**src/hw/rtl/mvna_pkg.sv**
```systemverilog
// Shared types, constants and helpers for the vertex normal averaging block.
`default_nettype none
package mvna_pkg;

    localparam int MAX_VERTICES = 4096;
    localparam int IDX_W        = 12;
    // Only indices that the 12-bit fields can name need storage.
    localparam int DEPTH        = (MAX_VERTICES < (1 << IDX_W)) ? MAX_VERTICES : (1 << IDX_W);
    localparam int ADDR_W       = $clog2(DEPTH);

    localparam int CMDQ_DEPTH   = 4;
    localparam int CMDQ_AW      = $clog2(CMDQ_DEPTH);

    localparam int NV_W         = 36;   // normalizer component width

    localparam logic [1:0] OP_LOAD  = 2'd0;
    localparam logic [1:0] OP_TRI   = 2'd1;
    localparam logic [1:0] OP_QUERY = 2'd2;

    typedef logic [IDX_W-1:0] t_idx;

    typedef struct packed {
        logic [1:0]         op;
        t_idx               vertex_index;
        logic signed [15:0] pos_x;
        logic signed [15:0] pos_y;
        logic signed [15:0] pos_z;
        t_idx               corner_a;
        t_idx               corner_b;
        t_idx               corner_c;
    } t_in_item;

    typedef struct packed {
        t_idx               answered_index;
        logic signed [15:0] normal_x;
        logic signed [15:0] normal_y;
        logic signed [15:0] normal_z;
    } t_out_item;

    // Classified request handed from front to back.
    typedef struct packed {
        logic     idx_ok;
        t_in_item item;
    } t_cmd;

    typedef logic signed [NV_W-1:0] t_ncomp;

    typedef struct packed {
        t_ncomp x;
        t_ncomp y;
        t_ncomp z;
    } t_nvec;

    typedef struct packed {
        logic signed [15:0] x;
        logic signed [15:0] y;
        logic signed [15:0] z;
    } t_unit;

    function automatic logic in_range(input t_idx idx);
        return int'(idx) < MAX_VERTICES;
    endfunction

endpackage
`default_nettype wire

```
**src/hw/rtl/mvna_cmd_fifo.sv**
```systemverilog
// Short request queue between front and back.
`default_nettype none
module mvna_cmd_fifo (
    input  logic           i_clk,
    input  logic           i_rst_n,
    input  logic           i_push,
    input  mvna_pkg::t_cmd i_cmd,
    input  logic           i_pop,
    output mvna_pkg::t_cmd o_cmd,
    output logic           o_full,
    output logic           o_empty
);
    import mvna_pkg::*;

    t_cmd               r_mem [CMDQ_DEPTH];
    logic [CMDQ_AW-1:0] r_wp;
    logic [CMDQ_AW-1:0] r_rp;
    logic [CMDQ_AW:0]   r_cnt;
    logic               do_push;
    logic               do_pop;

    assign o_full  = (r_cnt == (CMDQ_AW+1)'(CMDQ_DEPTH));
    assign o_empty = (r_cnt == '0);
    assign do_push = i_push && !o_full;
    assign do_pop  = i_pop && !o_empty;
    assign o_cmd   = r_mem[r_rp];

    always_ff @(posedge i_clk) begin
        if (do_push) begin
            r_mem[r_wp] <= i_cmd;
        end
    end

    always_ff @(posedge i_clk) begin
        if (!i_rst_n) begin
            r_wp  <= '0;
            r_rp  <= '0;
            r_cnt <= '0;
        end else begin
            if (do_push) begin
                r_wp <= r_wp + 1'b1;
            end
            if (do_pop) begin
                r_rp <= r_rp + 1'b1;
            end
            case ({do_push, do_pop})
                2'b10:   r_cnt <= r_cnt + 1'b1;
                2'b01:   r_cnt <= r_cnt - 1'b1;
                default: r_cnt <= r_cnt;
            endcase
        end
    end

endmodule
`default_nettype wire

```
**config.mk**
```make
export PLATFORM = sky130hd
export DESIGN_NAME = mvna_cmd_fifo
export DESIGN_NICKNAME = d
export VERILOG_FILES = /design/src/hw/rtl/mvna_pkg.sv /design/src/hw/rtl/mvna_cmd_fifo.sv
export SDC_FILE = /design/constraint.sdc
export NUM_CORES = 1
export LEC_CHECK = 0
export BUFFER_PORTS_ARGS = -buffer_cell sky130_fd_sc_hd__buf_4
export CORE_UTILIZATION = 28
export DETAILED_ROUTE_END_ITERATION = 16
export GPL_ROUTABILITY_DRIVEN = 0
export PLACE_DENSITY_LB_ADDON = 0.1
export RECOVER_POWER = 25
export SLEW_MARGIN = 10
export SYNTH_ARGS = -nofsm -noshare
export SYNTH_HDL_FRONTEND = slang
export SYNTH_SLANG_ARGS = --single-unit
```
**constraint.sdc**
```tcl
create_clock -name i_clk -period 4.4 [get_ports i_clk]
set_clock_uncertainty 0.2 [all_clocks]
set_input_delay 1.1 -clock i_clk [delete_from_list [all_inputs] [get_ports i_clk]]
set_output_delay 1.1 -clock i_clk [all_outputs]
set_load 0.02 [all_outputs]
```
# After elaboration in Yosys (flattened, before gate mapping)
# Memories as Yosys holds them, arrays and structs flattened. A register that Yosys moved wholly into a read port is not among the register bits.
# Index checks and enable logic that the tools add are counted.
[classes] n_addsub=4 n_eq_ne=3 n_mux=5 mul=0 shifts=0 n_lt_le_gt_ge=0 bitwise_logic=0 n_div=0 reduce_logical=6
[ops] cell="one-hot mux 3 bit (2 select lines)" n=1
[ops] cell="adder 2 x 1 -> 2 bit (second input constant)" n=2
[ops] cell="two-way mux 2 bit" n=2
[ops] cell="adder 3 x 1 -> 3 bit (second input constant)" n=1
[ops] cell="equality test 3 bit (second input constant)" n=1
[ops] cell="zero test 3 bit" n=1
[ops] cell="subtractor 3 x 1 -> 3 bit (second input constant)" n=1
[ops] cell="equality test 2 x 1 -> 1 bit (second input constant)" n=1
[ops] cell="equality test 2 bit (second input constant)" n=1
[ops] cell="logical AND 1 bit" n=2
[ops] cell="zero test 1 bit" n=2
[ops] cell="two-way mux 1 bit" n=2
[ops] cell="nonzero test 2 bit" n=1
[word_totals] ff_bits=7 out_inout_bits=101 elab_cells=22 rom_bits=0 input_bits=103 latch_bits=0 memories=1 ramBits=396
[memory_table] memory="r_mem" depth=4 word_bits=99 read_ports=1 rd_ports_with_merged_regs=1 write_ports=1 line_no="mvna_cmd_fifo.sv:15" source="t_cmd r_mem [CMDQ_DEPTH];"

# Depth between registers and ports, before layout
# Gate-level depths: netlist of the first run.
[depth] ltp_word=5 ltp_mapped=10 ltp_nobuf=9

# Worst setup path after synthesis of the first run
# No wires, ideal clock.
[synth_path] kind="input -> register" from="input port i_push" to="memory r_mem[1][0] (netlist name), enable pin" n_path_buf=1 cell_stages=3 required_ps=3731 path_slack_ps=-39 setup_time_ps=469 arrival_time_ps=3770 cell_sequence="nor2b_1 > clkbuf_1 > and2_1"
[synth_via] elab_chain_len=3
[synth_rtl] element="from (decl)" line_no="mvna_cmd_fifo.sv:6" source="input logic i_push,"
[synth_rtl] element="logical AND 1 bit" line_no="mvna_cmd_fifo.sv:24" source="assign do_push = i_push && !o_full;"
[synth_rtl] element="two-way mux 1 bit" line_no="mvna_cmd_fifo.sv:29" source="if (do_push) begin"
[synth_rtl] element="two-way mux 1 bit (not written as such)" line_no="mvna_cmd_fifo.sv:30" source="r_mem[r_wp] <= i_cmd;"
[synth_rtl] element="to (decl)" line_no="mvna_cmd_fifo.sv:15"
# No other way between the ends.

==> results.ini, run 1 <==
[setup_path]
worstPathArrival_ns = 2.43
crit_chain = buf_4, mux4_2, buf_4
path_max_fanout = 27
slowest_delay_ns = 0.76
end_kind = output pin
critPathKind = flop to output pin
required_ns = 3.10
startpoint_type = flop
crit_top_cell = buf_4
crit_path_top_delay_cell = dfxtp_4

[synthesis]
synthFlopType = edfxtp_1
synth_warnings = 0
yosys.area.top_type_share_pct = 80.7
postSynthCellCount = 571
syn_nets = 680
synth.top_cells.by_area = edfxtp_1 81%, mux4_2 15%, dfxtp_1 1.2%, ha_1 0.42%, buf_2 0.34%
synth_top_area_cell = edfxtp_1
synthTopCellsByCount = 396 x edfxtp_1, 99 x mux4_2, 10 x buf_2, 10 x clkbuf_1, 9 x dfxtp_1
synth_area_um2 = 14700
synth.distinct_cells = 23
synth_seq_cells = 405
synth_edf_count = 396
avgSynthCellArea_um2 = 25.8
synth.most_common_cell = edfxtp_1
ys_async_sr_fraction_pct = 0
ys_seq_area_share_pct = 81.9

[status]
outcome = completed

[cts]
clk_pin_slew_worst_paths_ns = 0.06
cts_resized = 0
cts.htree.levels = 2
cts_tree = done
postCtsSetupBuffers = 0
cts_made_buffers = 46
cts.sinks = 405
clk_path_buf_depth = 3
clock_latency_ns = 0.56
cts_hold_buf = 0
cts_root_buf = clkbuf_16

[min_path]
min_path_type = flop to flop

[layout]
regArea_um2 = 12100
n_fill_cell = 4759
drive_above_1_share_pct = 38.1
nets = 923
postLayoutCellArea_um2 = 18500
multi_input_area_um2 = 2510
area_growth_pct = 25.6

[die]
dieWidth_um = 231
die_h_um = 231
io_pins = 204
fp-row-count = 83
core_area_um2 = 51600
die_area_um2 = 53500
start_util_pct = 28.5

[detailed_routing]
antenna_left = 0
drt_iter0_drc = 346
via_per_inst = 4.39
drt_wl_total_um = 32300
routedWlPerCell_um = 21.0
drt_pass1_iterations = 4
num_vias = 6730
drc = 0

[timing]
rsz0062_at_grt = false
min_period_ns = 3.73
worst_slew_pin_slew_ns = 0.821
period_share_pct = 84.7
final-setup-viol-count = 0
maxSlewViolCount = 0
fmax_mhz = 268
fin_tns_setup_ns = 0
fin_ws_ns = 0.674
maxSlewHeadroom_pct = 45.3
hold_violations = 0

[global_routing]
grt_pass1_wl_um = 48200
grt_max_degree = 53
grt_use_total_pct = 12.3
antenna_found_initial = 2
grt_pass1_vias = 7675
grt_overflow = 0

[run]
drv_cap = 0

[place]
portBuffers = 203
dpl.hpwl_um = 19800
post-place-ws_ns = 1.12
postPlaceCellArea_um2 = 17200

[power]
power_density_nw_per_um2 = 612
irDropWorstVdd_mv = 0.274
cellLeakagePower_nw = 5.94

==> cells in the final DEF (no fill, tap or decap) <==
cell          n
fa_1          1
clkbuf_16    46
nor3b_1       1
or3_1         2
edfxtp_1    396
or4bb_1       1
clkbuf_1     79
xnor2_1       1
bufinv_16     7
nor3_1        1
o21ai_0       5
inv_1         6
nor2b_1       2
nand2_1       7
a21boi_0      2
dfxtp_4       2
clkinvlp_4    2
clkinv_1      6
mux2i_1       2
clkinv_8      1
xor2_1        1
and2_4        4
dfxtp_1       7
mux4_2       99
diode_2       2
buf_12        8
ha_1          5
buf_4       148
clkinv_2      5
and2_1        2
inv_6         3
==> logic make-up (layout without fill, tap and decap cells) <==
group                    after synthesis  after routing  share of synthesized area (%)
AO/OA/AOI/OAI                          7              7                          0.272
XOR/XNOR                               2              2                          0.119
adder cells (fa/ha/maj)                6              6                          0.561
buffers and inverters                 30            311                           1.08
flip-flops                           405            405                           81.9
multiplexers                         101            101                           15.3
other                                  0              2                              0
AND/OR/NAND/NOR                       20             20                          0.764
==> metal layers <==
layer | GRT usage (%) | routed length (µm) | up-vias
li1 | - | - | 2943
met1 | 15.1 | 13100 | 3559
met2 | 20.6 | 16300 | 178
met3 | 3.37 | 2060 | 48
met4 | 4.45 | 714 | 2
met5 | 0 | 17 | -
==> report_power, final <==
| group | switching (W) | internal, W | total (W) |
|---|---|---|---|
| sequential | 0.000169 | 0.00465 | 0.00482 |
| combinational | 0.00143 | 0.00124 | 0.00267 |
| clock | 0.00148 | 0.00235 | 0.00383 |
| total | 0.00308 | 0.00824 | 0.0113 |
==> worst paths after layout <==
kind,startpoint,to,slack [ns],cells after the start
max,flop,o_cmd[12],0.67,3
min,r_wp[1],r_wp[1],0.30,2
max reg2reg,r_cnt[2],r_cnt[2],1.86,9
min reg2reg,r_wp[1],r_wp[1],0.30,2
==> registers in the layout, indices dropped and copies added (netlist names), named ones only <==
register	count
r_mem	396
r_cnt	3
r_rp	2
r_wp	2
==> area by class of cell <==
| cell class | count | area share [%] |
|---|---|---|
| well taps | 680 | 4.60 |
| clock buffers | 62 | 6.55 |
| diodes | 2 | 0.0270 |
| flip-flops and latches | 405 | 65.3 |
| multi-input cells | 136 | 13.6 |
| clock inverters | 24 | 1.70 |
| repair buffers | 219 | 8.15 |
| inverters | 6 | 0.122 |
==> worst max-delay path, delay by kind of cell (launching register included) <==
| kind | cells | cell delay, ns |
|---|---|---|
| flip-flops | 1 | 0.76 |
| multiplexers | 1 | 0.56 |
| buffers and inverters | 2 | 0.53 |
==> metrics by stage <==
step                      instances  hold slack (ns)  utilization, %  total power, W
final                          1534            0.297            35.9          0.0113
after global routing           1532            0.318            35.8          0.0118
after CTS                      1532            0.297            36.3          0.0116
after detailed placement       1446            0.289            33.3         0.00769
after global placement         1446            0.276            33.3         0.00764
after floorplan                 571            0.261               -         0.00649
Power figures use the tool's default switching activity.
==> run 2, diff against run 1 <==
--- a/config.mk
+++ b/config.mk
@@ -5,6 +5,7 @@
 export SDC_FILE = /design/constraint.sdc
 export NUM_CORES = 1
 export LEC_CHECK = 0
+export ABC_AREA = 1
 export BUFFER_PORTS_ARGS = -buffer_cell sky130_fd_sc_hd__buf_4
 export CORE_UTILIZATION = 28
 export DETAILED_ROUTE_END_ITERATION = 16
==> constraint.sdc (replaced) <==
create_clock -name i_clk -period 3.6 [get_ports i_clk]
set_clock_uncertainty 0.2 [all_clocks]
set_input_delay 0.9 -clock i_clk [delete_from_list [all_inputs] [get_ports i_clk]]
set_output_delay 0.9 -clock i_clk [all_outputs]
set_load 0.02 [all_outputs]
==> run 2 against run 1 <==
Net effect:
- cell count up 28%
- sequential power up 18%
- combinational power up 37%
- register-to-register slack worse by 0.60 ns
- hold slack better by 0.013 ns
- non-clock buffer count up 2
- via count up 35%
- sequential cell count unchanged
- die area up 2.6%
- sequential share of layout area down 0.66 points
- routed wire length up 20%
==> results.ini, run 2 <==
[status]
outcome = completed  ; unchanged

[timing]
maxSlewHeadroom_pct = 58.2  ; was 45.3%
min_period_ns = 3.38
fmax_mhz = 296
rsz0062_at_grt = false  ; unchanged
final-setup-viol-count = 0  ; unchanged
fin_ws_ns = 0.220  ; was 0.674 ns
worst_slew_pin_slew_ns = 0.628  ; was 0.821 ns
maxSlewViolCount = 0  ; unchanged
period_share_pct = 93.9
hold_violations = 0  ; unchanged

[layout]
n_fill_cell = 5289  ; was 4759
drive_above_1_share_pct = 18.0  ; was 38.1%
final_common_cell = edfxtp_1  ; unchanged
largest_reg_flops = 396  ; unchanged
postLayoutCellArea_um2 = 18700  ; was 18500 µm²
final_cell_mix = 396 x edfxtp_1, 204 x nor2_1, 178 x o21ai_0, 147 x buf_4, 98 x o22ai_1  ; was 396 x edfxtp_1, 148 x buf_4, 99 x mux4_2, 79 x clkbuf_1, 46 x clkbuf_16
multi_input_area_um2 = 2630  ; was 2510 µm²
nets = 1341  ; was 923
top_register = r_mem  ; unchanged
instances_no_fill = 1956  ; was 1534
utilization_pct = 35.3  ; was 35.9%
regArea_um2 = 12100  ; unchanged
diodes = 0  ; was 2
largest_registers = r_mem x396, r_cnt x3  ; unchanged
area_growth_pct = 23.6  ; was 25.6%

[synthesis]
avgSynthCellArea_um2 = 14.7  ; was 25.8 µm²
synth_seq_cells = 405  ; unchanged
synthTopCellsByCount = 396 x edfxtp_1, 208 x nor2_1, 178 x o21ai_0, 99 x o22ai_1, 40 x clkbuf_1  ; was 396 x edfxtp_1, 99 x mux4_2, 10 x buf_2, 10 x clkbuf_1, 9 x dfxtp_1
synth.distinct_cells = 19  ; was 23
ys_seq_area_share_pct = 79.8  ; was 81.9%
synth.most_common_cell = edfxtp_1  ; unchanged
synth.top_cells.by_area = edfxtp_1 79%, o21ai_0 5.9%, nor2_1 5.2%, o22ai_1 4.1%, dfxtp_1 1.2%  ; was edfxtp_1 81%, mux4_2 15%, dfxtp_1 1.2%, ha_1 0.42%, buf_2 0.34%
yosys.area.top_type_share_pct = 78.6  ; was 80.7%
synthFlopType = edfxtp_1  ; unchanged
postSynthCellCount = 1027  ; was 571
synth_area_um2 = 15100  ; was 14700 µm²
synth_warnings = 0  ; unchanged
ys_async_sr_fraction_pct = 0  ; unchanged
synth_top_area_cell = edfxtp_1  ; unchanged
syn_nets = 1136  ; was 680
synth_edf_count = 396  ; unchanged

[place]
portBuffers = 203  ; unchanged
postPlaceCellArea_um2 = 17500  ; was 17200 µm²
dpl.hpwl_um = 21400  ; was 19800 µm
post-place-ws_ns = 0.686  ; was 1.12 ns
dp_cells = 1872  ; was 1446

[setup_path]
worstPathArrival_ns = 2.28  ; was 2.43 ns
required_ns = 2.50  ; was 3.10 ns
critPathKind = flop to output pin  ; unchanged
end_kind = output pin  ; unchanged
startpoint_type = flop  ; unchanged
path_max_fanout = 76  ; was 27

[global_routing]
grt_overflow = 0  ; unchanged
grt_pass1_vias = 9045  ; was 7675
grt_pass1_wl_um = 56900  ; was 48200 µm
antenna_found_initial = 4  ; was 2
grt_use_total_pct = 14.0  ; was 12.3%
grt_max_degree = 107  ; was 53

[die]
start_util_pct = 28.5  ; about the same
fp-row-count = 84  ; was 83
core_area_um2 = 53000  ; was 51600 µm²
io_pins = 204  ; unchanged
dieWidth_um = 234  ; was 231 µm
die_h_um = 234  ; was 231 µm
die_area_um2 = 54900  ; was 53500 µm²

[detailed_routing]
drc = 0  ; unchanged
num_vias = 9064  ; was 6730
via_per_inst = 4.63  ; was 4.39
drt_wl_total_um = 38600  ; was 32300 µm
antenna_left = 0  ; unchanged
drt_iter0_drc = 511  ; was 346
drt_pass1_iterations = 4  ; unchanged
routedWlPerCell_um = 19.7  ; was 21.0 µm

[cts]
cts_tree = done  ; unchanged
cts.htree.levels = 2  ; unchanged
clk_path_buf_depth = 3  ; unchanged
postCtsSetupBuffers = 0  ; unchanged
clock_latency_ns = 0.55  ; was 0.56 ns
cts_hold_buf = 0  ; unchanged
clk_pin_slew_worst_paths_ns = 0.06  ; about the same
cts_resized = 0  ; unchanged
cts_root_buf = clkbuf_16  ; unchanged
cts.sinks = 405  ; unchanged
cts_made_buffers = 46  ; unchanged

[power]
power_density_nw_per_um2 = 740  ; was 612 nW/µm²
cellLeakagePower_nw = 6.29  ; was 5.94 nW
finalPower_w = 0.0138  ; was 0.0113 W
irDropWorstVdd_mv = 0.390  ; was 0.274 mV

[run]
drv_cap = 0  ; unchanged

[min_path]
min_path_type = flop to flop  ; unchanged

-- run 2: changes by cell type in the layout (fill, tap and decap cells not counted), sizes merged, moves of 6 or more --
cell	change
o21ai	+195
and2	-6
nand2	+8
nor2	+208
inv	+12
o22ai	+99
mux4	-99
-- run 2: cell families after synthesis --
group | Yosys count | share of synthesized area (%)
flops | 405 | 79.8
buf+inv | 84 | 3.04
fa+ha+maj | 6 | 0.546
simple gates | 228 | 5.70
compound gates | 304 | 10.9
-- run 2: worst paths after layout --
| kind | from | endpoint | slack (ns) | depth (start not counted) |
|---|---|---|---|---|
| worst max-delay path | flop | o_cmd[24] | 0.22 | 4 |
| worst min-delay path | r_rp[1] | flop | 0.31 | 2 |
| worst max register to register | r_cnt[1] | r_cnt[2] | 1.26 | 12 |
| worst min register to register | r_rp[1] | flop | 0.31 | 2 |
-- run 2: power breakdown --
part	internal, W	switching (W)
Clock	0.00267	0.00182
Combinational	0.00123	0.00242
Sequential	0.00560	0.000105
-- run 2: layer usage --
metal / global-route usage, % / routed length, µm / vias to the layer above
met2: 21.0 / 17300 / 195
met1: 19.6 / 18400 / 4533
met4: 3.39 / 554 / 8
met5: 0 / 57 / -
li1: - / - / 4282
met3: 4.20 / 2300 / 46
-- run 2: worst max-delay path, cell delays in order, from the launching register on --
cell	delay [ns]
dfxtp_4	0.56
buf_16	0.37
o21ai_0	0.16
o22ai_1	0.38
buf_4	0.22
-- run 2: stage by stage --
step / setup TNS (ns) / hold slack [ns]
floorplan: -279.25 / 0.262
global placement: 0 / 0.306
detailed placement: 0 / 0.310
CTS: 0 / 0.289
global route: 0 / 0.313
finish: 0 / 0.310
-- run 2: layout make-up --
cell class	count	area share, %
Inverter	20	0.455
Timing Repair Buffer	221	8.56
Sequential cell	405	64.6
Multi-Input combinational cell	538	14.1
Tap cell	688	4.61
Clock buffer	65	6.59
Clock inverter	19	1.11
==> run 3, diff against run 2 <==
--- a/config.mk
+++ b/config.mk
@@ -7,12 +7,13 @@
 export LEC_CHECK = 0
 export ABC_AREA = 1
 export BUFFER_PORTS_ARGS = -buffer_cell sky130_fd_sc_hd__buf_4
+export CELL_PAD_IN_SITES_DETAIL_PLACEMENT = 1
+export CELL_PAD_IN_SITES_GLOBAL_PLACEMENT = 1
 export CORE_UTILIZATION = 28
 export DETAILED_ROUTE_END_ITERATION = 16
 export GPL_ROUTABILITY_DRIVEN = 0
 export PLACE_DENSITY_LB_ADDON = 0.1
 export RECOVER_POWER = 25
-export SLEW_MARGIN = 10
 export SYNTH_ARGS = -nofsm -noshare
 export SYNTH_HDL_FRONTEND = slang
 export SYNTH_SLANG_ARGS = --single-unit
==> run 3 against run 2 <==
Net effect:
- cell count grew 0.41%
- sequential cell count stayed put
- die area unchanged
- via count grew 1.2%
- global-route usage is 0.85 points higher
- core utilization increased by 0.064 points
- sequential power about the same
- non-clock buffer count up 5
- hold slack got worse by 0.0044 ns
- register-to-register slack about the same
- critical path depth unchanged
- combinational power is 2% higher
- highest routed layer unchanged
==> results.ini, run 3 (synthesized netlist as in run 2, its figures left out) <==
[die]
dieWidth_um = 234  ; unchanged
die_area_um2 = 54900  ; unchanged
start_util_pct = 28.5  ; unchanged
die_h_um = 234  ; unchanged
io_pins = 204  ; unchanged
fp-row-count = 84  ; unchanged
core_area_um2 = 53000  ; unchanged

[global_routing]
grt_pass1_wl_um = 60600  ; was 56900 µm
grt_overflow = 0  ; unchanged
antenna_found_initial = 3  ; was 4
grt_max_degree = 100  ; was 107
grt_use_total_pct = 14.8  ; was 14.0%
grt_pass1_vias = 9692  ; was 9045

[cts]
clk_path_buf_depth = 3  ; unchanged
cts.sinks = 405  ; unchanged
cts_made_buffers = 47  ; was 46
clk_pin_slew_worst_paths_ns = 0.06  ; about the same
postCtsSetupBuffers = 0  ; unchanged
cts.htree.levels = 2  ; unchanged
cts_root_buf = clkbuf_16  ; unchanged
cts_tree = done  ; unchanged
clock_latency_ns = 0.56  ; was 0.55 ns
cts_resized = 0  ; unchanged
cts_hold_buf = 0  ; unchanged

[layout]
drive_above_1_share_pct = 18.0  ; about the same
area_growth_pct = 23.8  ; was 23.6%
final_cell_mix = 396 x edfxtp_1, 204 x nor2_1, 178 x o21ai_0, 146 x buf_4, 99 x o22ai_1  ; was 396 x edfxtp_1, 204 x nor2_1, 178 x o21ai_0, 147 x buf_4, 98 x o22ai_1
largest_registers = r_mem x396, r_cnt x3  ; unchanged
utilization_pct = 35.4  ; was 35.3%
diodes = 0  ; unchanged
largest_reg_flops = 396  ; unchanged
final_common_cell = edfxtp_1  ; unchanged
postLayoutCellArea_um2 = 18700  ; about the same
instances_no_fill = 1964  ; was 1956
nets = 1347  ; was 1341
top_register = r_mem  ; unchanged

[power]
p_comb_share_pct = 26.9  ; was 26.3%
irDropWorstVdd_mv = 0.350  ; was 0.390 mV
switchingPower_w = 0.00442  ; was 0.00434 W
p_int_w = 0.00941  ; was 0.00950 W
p_seq_share_pct = 41.2  ; about the same
pwr-share-clk_pct = 31.9  ; was 32.4%
cellLeakagePower_nw = 6.31  ; was 6.29 nW
power_density_nw_per_um2 = 738  ; was 740 nW/µm²
power.share.switching_pct = 31.9  ; was 31.4%

[detailed_routing]
drt_wl_total_um = 40800  ; was 38600 µm
routedWlPerCell_um = 20.8  ; was 19.7 µm
num_vias = 9170  ; was 9064
antenna_left = 0  ; unchanged
drt_pass1_iterations = 4  ; unchanged
drc = 0  ; unchanged
drt_iter0_drc = 499  ; was 511
via_per_inst = 4.67  ; was 4.63

[min_path]
min_from = r_wp[0]  ; was r_rp[1]
min_path_type = flop to flop  ; unchanged

[timing]
rsz0062_at_grt = false  ; unchanged
period_share_pct = 92.0  ; was 93.9%
worst_slew_pin_slew_ns = 0.652  ; was 0.628 ns
hold_violations = 0  ; unchanged
min_period_ns = 3.31  ; was 3.38 ns
fin_ws_ns = 0.287  ; was 0.220 ns
fmax_mhz = 302  ; was 296 MHz
maxSlewHeadroom_pct = 56.4  ; was 58.2%
final-setup-viol-count = 0  ; unchanged
maxSlewViolCount = 0  ; unchanged

[place]
post-place-ws_ns = 0.802  ; was 0.686 ns
portBuffers = 203  ; unchanged
postPlaceCellArea_um2 = 17500  ; about the same
dpl.hpwl_um = 23900  ; was 21400 µm
dp_cells = 1877  ; was 1872

[setup_path]
end_kind = output pin  ; unchanged
path_buf_inv = 2  ; unchanged
path_max_fanout = 99  ; was 76
required_ns = 2.50  ; about the same
cp_top_family = buffers and inverters  ; unchanged
crit_chain = buf_12, o21ai_0, o22ai_1, buf_4  ; was buf_16, o21ai_0, o22ai_1, buf_4
startpoint_type = flop  ; unchanged
worstReg2RegStart = r_cnt[1]  ; unchanged
critPathKind = flop to output pin  ; unchanged
worstPathArrival_ns = 2.21  ; was 2.28 ns
slowest_delay_ns = 0.42  ; was 0.56 ns
crit_path_top_delay_cell = buf_12  ; was dfxtp_4

[status]
outcome = completed  ; unchanged

[run]
drv_cap = 0  ; unchanged

==> run 3: cell count changes in the layout (fill, tap and decap cells not counted) <==
cell        previous run  this run
clkinv_1               7        10
clkbuf_16             46        48
bufinv_16              4         1
clkbuf_1              79        81
o22ai_1               98        99
buf_12                12        16
buf_16                 1         0
clkbuf_8               1         2
buf_4                147       146
clkinvlp_4             1         0
o22ai_2                1         0
clkinv_2               4         6
==> run 3: worst register-to-register path, cell delays in order, from the launching register on <==
cell,delay [ns]
dfxtp_1,0.32
nor2_1,0.16
nand2_1,0.13
nand2_1,0.39
ha_1,0.25
inv_1,0.07
fa_1,0.38
inv_1,0.07
nand2_1,0.04
nand3_1,0.08
nand2_1,0.06
nand2_1,0.06
nor2_1,0.03
==> run 3: per-layer routing <==
layer | GRT usage [%] | vias up | routed length, µm
li1 | - | 4289 | -
met1 | 20.5 | 4644 | 19200
met2 | 23.6 | 182 | 19000
met3 | 3.28 | 51 | 1970
met4 | 3.45 | 4 | 615
met5 | 0 | - | 21
==> run 3: cell type report <==
class                           count  area, µm²
Sequential cell                   405      12100
Timing Repair Buffer              226       1660
Inverter                           20       85.1
Clock buffer                       67       1290
Clock inverter                     20        131
Multi-Input combinational cell    538       2620
Tap cell                          688        861
Fill cell                        5549      34200
==> run 3: power by group through the flow <==
stage | registers [W] | logic [W] | clock network, W
2_1_floorplan | 0.00579 | 0.00214 | 0
3_3_place_gp | 0.00579 | 0.00386 | 0
3_5_place_dp | 0.00580 | 0.00387 | 0
4_1_cts | 0.00570 | 0.00387 | 0.00456
5_1_grt | 0.00573 | 0.00407 | 0.00473
6_report | 0.00570 | 0.00372 | 0.00442
==> run 3: metrics by stage <==
step	setup TNS, ns	hold WS (ns)	total power [W]
floorplan	-279.25	0.262	0.00793
global placement	0	0.310	0.00965
detailed placement	0	0.309	0.00966
CTS	0	0.285	0.0141
global route	0	0.320	0.0145
finish	0	0.306	0.0138
==> run 3: worst paths after layout <==
path                            cells after the start   endpoint  slack [ns]
worst max-delay path                                4  o_cmd[20]        0.29
worst min-delay path                                2    r_wp[0]        0.31
worst max register to register                     12   r_cnt[2]        1.25
worst min register to register                      2    r_wp[0]        0.31
